==> src/rtl/core/mrs_pkg.sv <==
// Shared types, codes and helpers for the motor reversal sequencer.
package mrs_pkg;

  // Width of the measured motor speed field.
  localparam int unsigned SPEED_BITS = 12;

  // Width of the counters and configuration registers.
  localparam int unsigned CNT_BITS = 16;

  // Configuration register indexes.
  localparam logic [1:0] REG_STOP_WAIT  = 2'd0;
  localparam logic [1:0] REG_FAST_BLINK = 2'd1;
  localparam logic [1:0] REG_SLOW_BLINK = 2'd2;

  // Reset values of the configuration registers.
  localparam logic [CNT_BITS-1:0] STOP_WAIT_RESET  = 16'd3000;
  localparam logic [CNT_BITS-1:0] FAST_BLINK_RESET = 16'd100;
  localparam logic [CNT_BITS-1:0] SLOW_BLINK_RESET = 16'd1000;

  // Direction command codes.
  localparam logic [1:0] DIR_NONE = 2'd0;
  localparam logic [1:0] DIR_FWD  = 2'd1;
  localparam logic [1:0] DIR_BWD  = 2'd2;

  // Mode codes as reported on the result channel.
  localparam logic [2:0] MODE_CODE_STOP   = 3'd0;
  localparam logic [2:0] MODE_CODE_FWD    = 3'd1;
  localparam logic [2:0] MODE_CODE_BWD    = 3'd2;
  localparam logic [2:0] MODE_CODE_TO_BWD = 3'd3;
  localparam logic [2:0] MODE_CODE_TO_FWD = 3'd4;

  // Internal one-hot mode register encoding.
  typedef enum logic [4:0] {
    MODE_STOP   = 5'b00001,
    MODE_FWD    = 5'b00010,
    MODE_BWD    = 5'b00100,
    MODE_TO_BWD = 5'b01000,
    MODE_TO_FWD = 5'b10000
  } mode_t;

  // One tick item.
  typedef struct packed {
    logic                  forward_pressed;
    logic                  backward_pressed;
    logic                  stop_pressed;
    logic [SPEED_BITS-1:0] motor_speed;
  } in_item_t;

  // One result item.
  typedef struct packed {
    logic [1:0] direction_cmd;
    logic       led_on;
    logic [2:0] mode_now;
  } out_item_t;

  // Configuration register set.
  typedef struct packed {
    logic [CNT_BITS-1:0] stop_wait_ms;
    logic [CNT_BITS-1:0] fast_blink_ms;
    logic [CNT_BITS-1:0] slow_blink_ms;
  } cfg_t;

  // Sequencer state carried from tick to tick.
  typedef struct packed {
    mode_t               mode;
    logic                wait_started;
    logic [CNT_BITS-1:0] wait_elapsed;
    logic [CNT_BITS-1:0] since_toggle;
    logic                led_level;
  } seq_state_t;

  // Increment that holds at the all-ones value.
  function automatic logic [CNT_BITS-1:0] sat_inc(input logic [CNT_BITS-1:0] v);
    sat_inc = (v == {CNT_BITS{1'b1}}) ? v : v + 1'b1;
  endfunction

  // Reported code of a one-hot mode.
  function automatic logic [2:0] mode_code(input mode_t m);
    logic [2:0] code;
    unique case (m)
      MODE_FWD:    code = MODE_CODE_FWD;
      MODE_BWD:    code = MODE_CODE_BWD;
      MODE_TO_BWD: code = MODE_CODE_TO_BWD;
      MODE_TO_FWD: code = MODE_CODE_TO_FWD;
      default:     code = MODE_CODE_STOP;
    endcase
    mode_code = code;
  endfunction

endpackage

==> src/rtl/core/mrs_step.sv <==
// Next-state and result logic for one tick of the sequencer.
module mrs_step (
  input  mrs_pkg::seq_state_t state,
  input  mrs_pkg::cfg_t       cfg,
  input  mrs_pkg::in_item_t   item,
  output mrs_pkg::seq_state_t state_next,
  output mrs_pkg::out_item_t  result
);
  import mrs_pkg::*;

  logic                blink_en;
  logic [CNT_BITS-1:0] blink_period;
  logic                speed_zero;

  assign speed_zero = (item.motor_speed == '0);

  // Counters advance first, then the mode logic makes at most one transition.
  always_comb begin
    state_next = state;
    blink_en = 1'b0;
    blink_period = cfg.fast_blink_ms;
    state_next.since_toggle = sat_inc(state.since_toggle);
    if (state.wait_started) begin
      state_next.wait_elapsed = sat_inc(state.wait_elapsed);
    end

    unique case (state.mode)
      MODE_FWD: begin
        if (item.stop_pressed) begin
          state_next.mode = MODE_STOP;
        end else if (item.backward_pressed) begin
          state_next.mode = MODE_TO_BWD;
          state_next.wait_started = 1'b0;
        end
      end
      MODE_BWD: begin
        if (item.stop_pressed) begin
          state_next.mode = MODE_STOP;
        end else if (item.forward_pressed) begin
          state_next.mode = MODE_TO_FWD;
          state_next.wait_started = 1'b0;
        end
      end
      MODE_TO_BWD, MODE_TO_FWD: begin
        if (item.stop_pressed) begin
          state_next.mode = MODE_STOP;
          state_next.led_level = 1'b0;
        end else if (!speed_zero) begin
          blink_en = 1'b1;
          blink_period = cfg.fast_blink_ms;
        end else if (!state.wait_started) begin
          state_next.wait_started = 1'b1;
          state_next.wait_elapsed = '0;
        end else if (state_next.wait_elapsed < cfg.stop_wait_ms) begin
          blink_en = 1'b1;
          blink_period = cfg.slow_blink_ms;
        end else begin
          state_next.mode = (state.mode == MODE_TO_FWD) ? MODE_FWD : MODE_BWD;
          state_next.led_level = 1'b0;
        end
      end
      default: begin
        if (item.forward_pressed) begin
          state_next.mode = MODE_FWD;
        end else if (item.backward_pressed) begin
          state_next.mode = MODE_BWD;
        end else begin
          state_next.mode = MODE_STOP;
        end
      end
    endcase

    // Toggle the LED once the selected period has run out.
    if (blink_en && (state_next.since_toggle >= blink_period)) begin
      state_next.led_level = !state.led_level;
      state_next.since_toggle = '0;
    end
  end

  // Result fields follow the updated state.
  always_comb begin
    result.mode_now = mode_code(state_next.mode);
    result.led_on = state_next.led_level;
    if (state_next.mode == MODE_FWD) begin
      result.direction_cmd = DIR_FWD;
    end else if (state_next.mode == MODE_BWD) begin
      result.direction_cmd = DIR_BWD;
    end else begin
      result.direction_cmd = DIR_NONE;
    end
  end

endmodule

==> src/rtl/core/motor_reversal_sequencer.sv <==
// Top level of the motor reversal sequencer: input register, state and result register.
//
// Each input transfer is one millisecond tick with the button states and the measured
// motor speed; each tick yields exactly one result with the direction command, the LED
// level and the current mode. The block takes one tick per clock cycle when the result
// side keeps up: a tick is held in the input register, and the combinational next-state
// logic then updates the mode, counters and LED and loads the result register, marking it
// valid, once that register is free or being emptied. A new tick is accepted while a
// finished result still waits, as long as the input register can move on. The user must
// write the three timing registers (standstill wait, fast and slow blink period) through
// the configuration port only while no tick is in flight; the block itself does not
// enforce this. Writes to an index past the third register are ignored.
module motor_reversal_sequencer (
  input  logic               clk,
  input  logic               rst,
  input  logic               in_valid,
  output logic               in_ready,
  input  mrs_pkg::in_item_t  in_data,
  output logic               out_valid,
  input  logic               out_ready,
  output mrs_pkg::out_item_t out_data,
  input  logic               cfg_write,
  input  logic [1:0]         cfg_index,
  input  logic [15:0]        cfg_data
);
  import mrs_pkg::*;

  cfg_t       cfg;
  seq_state_t state;
  seq_state_t state_next;
  in_item_t   in_item;
  logic       in_full;
  out_item_t  result;
  logic       advance;

  // The held tick moves on whenever the result register is free or being emptied.
  assign advance  = in_full && (!out_valid || out_ready);
  assign in_ready = !in_full || advance;

  // Configuration register writes.
  always_ff @(posedge clk) begin
    if (rst) begin
      cfg.stop_wait_ms  <= STOP_WAIT_RESET;
      cfg.fast_blink_ms <= FAST_BLINK_RESET;
      cfg.slow_blink_ms <= SLOW_BLINK_RESET;
    end else if (cfg_write) begin
      unique case (cfg_index)
        REG_STOP_WAIT:  cfg.stop_wait_ms  <= cfg_data;
        REG_FAST_BLINK: cfg.fast_blink_ms <= cfg_data;
        REG_SLOW_BLINK: cfg.slow_blink_ms <= cfg_data;
        default: ;
      endcase
    end
  end

  // Tick step logic.
  mrs_step u_step (
    .state      (state),
    .cfg        (cfg),
    .item       (in_item),
    .state_next (state_next),
    .result     (result)
  );

  // Pipeline control and sequencer state.
  always_ff @(posedge clk) begin
    if (rst) begin
      in_full <= 1'b0;
      out_valid <= 1'b0;
      state.mode <= MODE_STOP;
      state.wait_started <= 1'b0;
      state.wait_elapsed <= '0;
      state.since_toggle <= '0;
      state.led_level <= 1'b0;
    end else begin
      if (in_ready) begin
        in_full <= in_valid;
      end
      if (advance) begin
        out_valid <= 1'b1;
        state <= state_next;
      end else if (out_ready) begin
        out_valid <= 1'b0;
      end
    end
  end

  // Payload registers.
  always_ff @(posedge clk) begin
    if (in_valid && in_ready) begin
      in_item <= in_data;
    end
    if (advance) begin
      out_data <= result;
    end
  end

  // The direction command is forward exactly when the reported mode is forward.
  assert property (@(posedge clk) disable iff (rst)
    out_valid |-> ((out_data.direction_cmd == DIR_FWD) == (out_data.mode_now == MODE_CODE_FWD)))
    else $error("direction command disagrees with reported mode");

  // The LED is dark in every mode other than stopping.
  assert property (@(posedge clk) disable iff (rst)
    (out_valid && (out_data.mode_now != MODE_CODE_TO_BWD)
      && (out_data.mode_now != MODE_CODE_TO_FWD)) |-> !out_data.led_on)
    else $error("LED lit outside a stopping mode");

  // A rising LED always comes from a toggle, which restarts the blink counter.
  assert property (@(posedge clk) disable iff (rst)
    $rose(state.led_level) |-> (state.since_toggle == '0))
    else $error("LED turned on without restarting the blink counter");

  // A held tick stays in the input register while the result register is blocked.
  assert property (@(posedge clk) disable iff (rst)
    (in_full && out_valid && !out_ready) |=> in_full && $stable(state))
    else $error("tick lost or state changed while the result was stalled");

endmodule
==> config.mk <==
export PLATFORM = sky130hd
export DESIGN_NAME = motor_reversal_sequencer
export DESIGN_NICKNAME = d
export VERILOG_FILES = /design/src/rtl/core/mrs_pkg.sv /design/src/rtl/core/mrs_step.sv /design/src/rtl/core/motor_reversal_sequencer.sv
export SDC_FILE = /design/constraint.sdc
export NUM_CORES = 1
export LEC_CHECK = 0
export BUFFER_PORTS_ARGS = -buffer_cell sky130_fd_sc_hd__buf_2
export CAP_MARGIN = 10
export CORE_UTILIZATION = 40
export DETAILED_ROUTE_END_ITERATION = 10
export SLEW_MARGIN = 10
export SYNTH_ARGS = -nofsm -noshare
export SYNTH_HDL_FRONTEND = slang
export SYNTH_SLANG_ARGS = --single-unit
export TNS_END_PERCENT = 20
==> constraint.sdc <==
create_clock -name clk -period 7.1 [get_ports clk]
set_input_delay 0.355 -clock clk [delete_from_list [all_inputs] [get_ports clk]]
set_output_delay 0.355 -clock clk [all_outputs]
set_load 0.1 [all_outputs]
==> results.yml <==
drt:
  drc_errors: 0
  wirelength_met1_um: 6160
  route.met3.wl_um: 635
  detail-route-antenna-nets: 0
  wire_per_inst_um: 15.0
  met2_wirelength_um: 6490
  initialDrtViolationCount: 309
  vias: 4912
  firstDrtPassIters: 4
  top_layer_used: "met4"
  vias_per_cell: 5.46
  wl_um: 13500
worst_setup_path:
  r2r-start: "state[19]"
  cp_cell_sequence: "and4_1 > nand4_1 > a311oi_1 > and3_1 > nand3_1 > xnor2_1 > ha_1 > nand4_1 > nor3_1 > o31a_1 > a311oi_2 > nand3_2 > mux2_2 > ha_1 > nand2b_1 > a21o_1 > a21oi_1 > o21ai_0 > a21oi_1 > buf_4 > nor2_2 > o41ai_1"
  setup.worst_path.end_class: "flip-flop"
  path_max_fanout: 16
  required_ns: 7.35
  r2r-end: "state[9]"
  cp_num_buf_inv: 1
  cpLargestDelayFamily: "compound AO/OA/AOI/OAI gates"
  cpPeakStageDelay_ns: 0.56
  slowest_stage: "nand3_2"
  crit_path_start_kind: "flip-flop"
  path_class: "reg2reg"
  r2r_slack_ns: 1.21
  r2r_cells: 22
  worstPathArrival_ns: 6.14
  crit_start: "state[19]"
synthesis:
  avgSynthCellArea_um2: 8.55
  ys_top_cells_by_area: "dfxtp_1 30%, edfxtp_1 11%, nand2_1 7.5%"
  seq_area_frac_synth_pct: 40.8
  synth_nets: 762
  async_reset_ff_share_pct: 0
  synth_flop_cell: "dfxtp_1"
  syn_area_um2: 5910
  ys_seq_elements: 110
  yosysTopAreaCell: "dfxtp_1"
  syn_inst: 691
  ys_types: 57
  yosysTopAreaCellShare_pct: 30.2
  synth_edf_count: 21
  synth_warnings: 0
timing:
  post-route-min-period_ns: 5.89
  rsz0062_at_grt: "no"
  drv_slew: 0
  finalCritPeriodShare_pct: 83.0
  setup_viol: 0
  tightestPinTransition_ns: 1.14
  max_slew_margin_pct: 23.5
  max_freq_mhz: 170
  setup_tns_ns: 0
  finalHoldViolations: 0
  whs_ns: 0.174
  clock_skew_ns: 0.00864
hold_path:
  hp-start: "in_data[6]"
  hold_class: "in2reg"
  hold_depth: 1
  min_to: "in_item[6]"
placement:
  port_buffers: 45
  dpl.hpwl_um: 9720
  dpl_cell_area_um2: 6240
  gp_congestion: 0.871
clock_network:
  post_cts_buffers: 0
  root_buffer: "clkbuf_16"
  clk_latency_ns: 0.35
  clockBufferDepth: 2
  cts_tree: "built"
  ctsResizeCount: 0
  cts.sinks: 110
  cts_buffers: 9
  cts_hold_buffers: 0
  clk_pin_slew_ns: 0.07
  cts.htree.levels: 3
floorplanning:
  coreArea_um2: 14500
  pin_count: 46
  die_w_um: 124
  fp-row-count: 44
  die_h_um: 124
  initial_core_util_pct: 40.8
  fp.dieArea_um2: 15300
global_routing:
  grtUsageTotal_pct: 18.8
  overflow: 0
  grt_start_max_net_pins: 94
  grt_pass1_wl_um: 22100
  antenna_found_initial: 0
  grt_pass1_vias: 4457
finish:
  syn2layout_area_growth_pct: 10.2
  nNetsFinal: 782
  final_layout_size_suffix_gt1_share_pct: 11.2
  num_antenna_cells: 0
  design_area_um2: 6510
power_and_ir_drop:
  p_leak_nw: 2.61
  vdd_drop_max_uv: 122
  powerDensity_nw_per_um2: 192
flow_run:
  maxCapViolCount: 0
status:
  status: "complete, no violations"
## flip-flops by register name, summed over array words and instances, names as in the netlist
name,cells
state,39
in_full,1
out_data,6
in_item,15
out_valid,1
cfg,48
## per-layer routing
metal / global-route usage [%] / vias to the layer above
met5: 0 / -
met4: 5.80 / 0
met3: 4.70 / 19
met2: 31.3 / 114
met1: 23.9 / 2293
li1: - / 2486
## synth_stat cells, types with 8 or more instances
cell,n
nand2_1,118
dfxtp_1,89
a21oi_1,69
nor2_1,46
clkbuf_1,34
ha_1,33
inv_1,24
edfxtp_1,21
xnor2_1,19
mux2i_1,18
nand3_1,18
nand3b_1,18
o21ai_0,14
xor2_1,13
nand4_1,12
nand2b_1,11
nor3_1,10
a22oi_1,9
o211ai_1,9
a211o_1,8
or3_1,8
## cell usage in the layout (no fill, tap or decap), drive strengths merged, types with 9 or more instances in the layout
master	n
nand2	118
dfxtp	89
a21oi	69
buf	49
nor2	47
ha	33
inv	26
edfxtp	21
xnor2	19
nand3	19
mux2i	18
nand3b	18
o21ai	14
xor2	13
nand4	12
nand2b	11
nor3	11
clkbuf	10
o211ai	9
a22oi	9
or3	9
## where the power goes
part	switching [mW]	internal (mW)	leakage, nW	total [mW]
registers	0.0116	0.656	0.926	0.668
clock network	0.232	0.240	0.135	0.473
logic	0.0732	0.0351	1.55	0.108
total	0.317	0.932	2.61	1.25
## worst register-to-register path: cells and delay by family (launching register included)
kind	cells	cell delay (ns)
DFF	1	0.41
buffers and inverters	1	0.19
xor gates and xnor gates	1	0.15
muxes	1	0.46
adders and majority gates	2	0.56
and+or+nand+nor	9	1.98
AOI/OAI and AO/OA	8	2.02
## metrics by stage
stage	utilization [%]	setup WS (ns)	std cells	total power, mW
after floorplan	-	2.12	691	0.755
after CTS	45.0	1.20	900	1.27
after global routing	45.0	0.648	900	1.31
after detailed placement	43.1	1.22	884	0.791
final	45.0	1.21	900	1.25
after global placement	43.1	1.45	884	0.788
## cell type report
cell class,count,area [um^2]
clock buffers,10,229
inverters,24,90.1
flip-flops and latches,110,2410
multi-input cells,517,3250
repair buffers,49,255
clock inverters,6,43.8
well taps,184,230
fillers,1405,7970
## how the worst max path moves through the flow
stage,end,cells after the start
finish,state[9],22
global route,state[5],21
CTS,state[5],22
detailed placement,state[5],22
global placement,state[7],22
floorplan,out_data[3],22
## logic make-up (layout without fill, tap and decap cells)
group	Yosys count	in the layout	share of synthesized area (%)
buffers and inverters	64	89	4.19
muxes	23	23	4.00
DFF	110	110	40.8
xor gates and xnor gates	32	32	4.74
AOI/OAI and AO/OA	147	147	15.8
and+or+nand+nor	282	282	23.4
adders and majority gates	33	33	6.99
(Power assumes the default switching activity.)
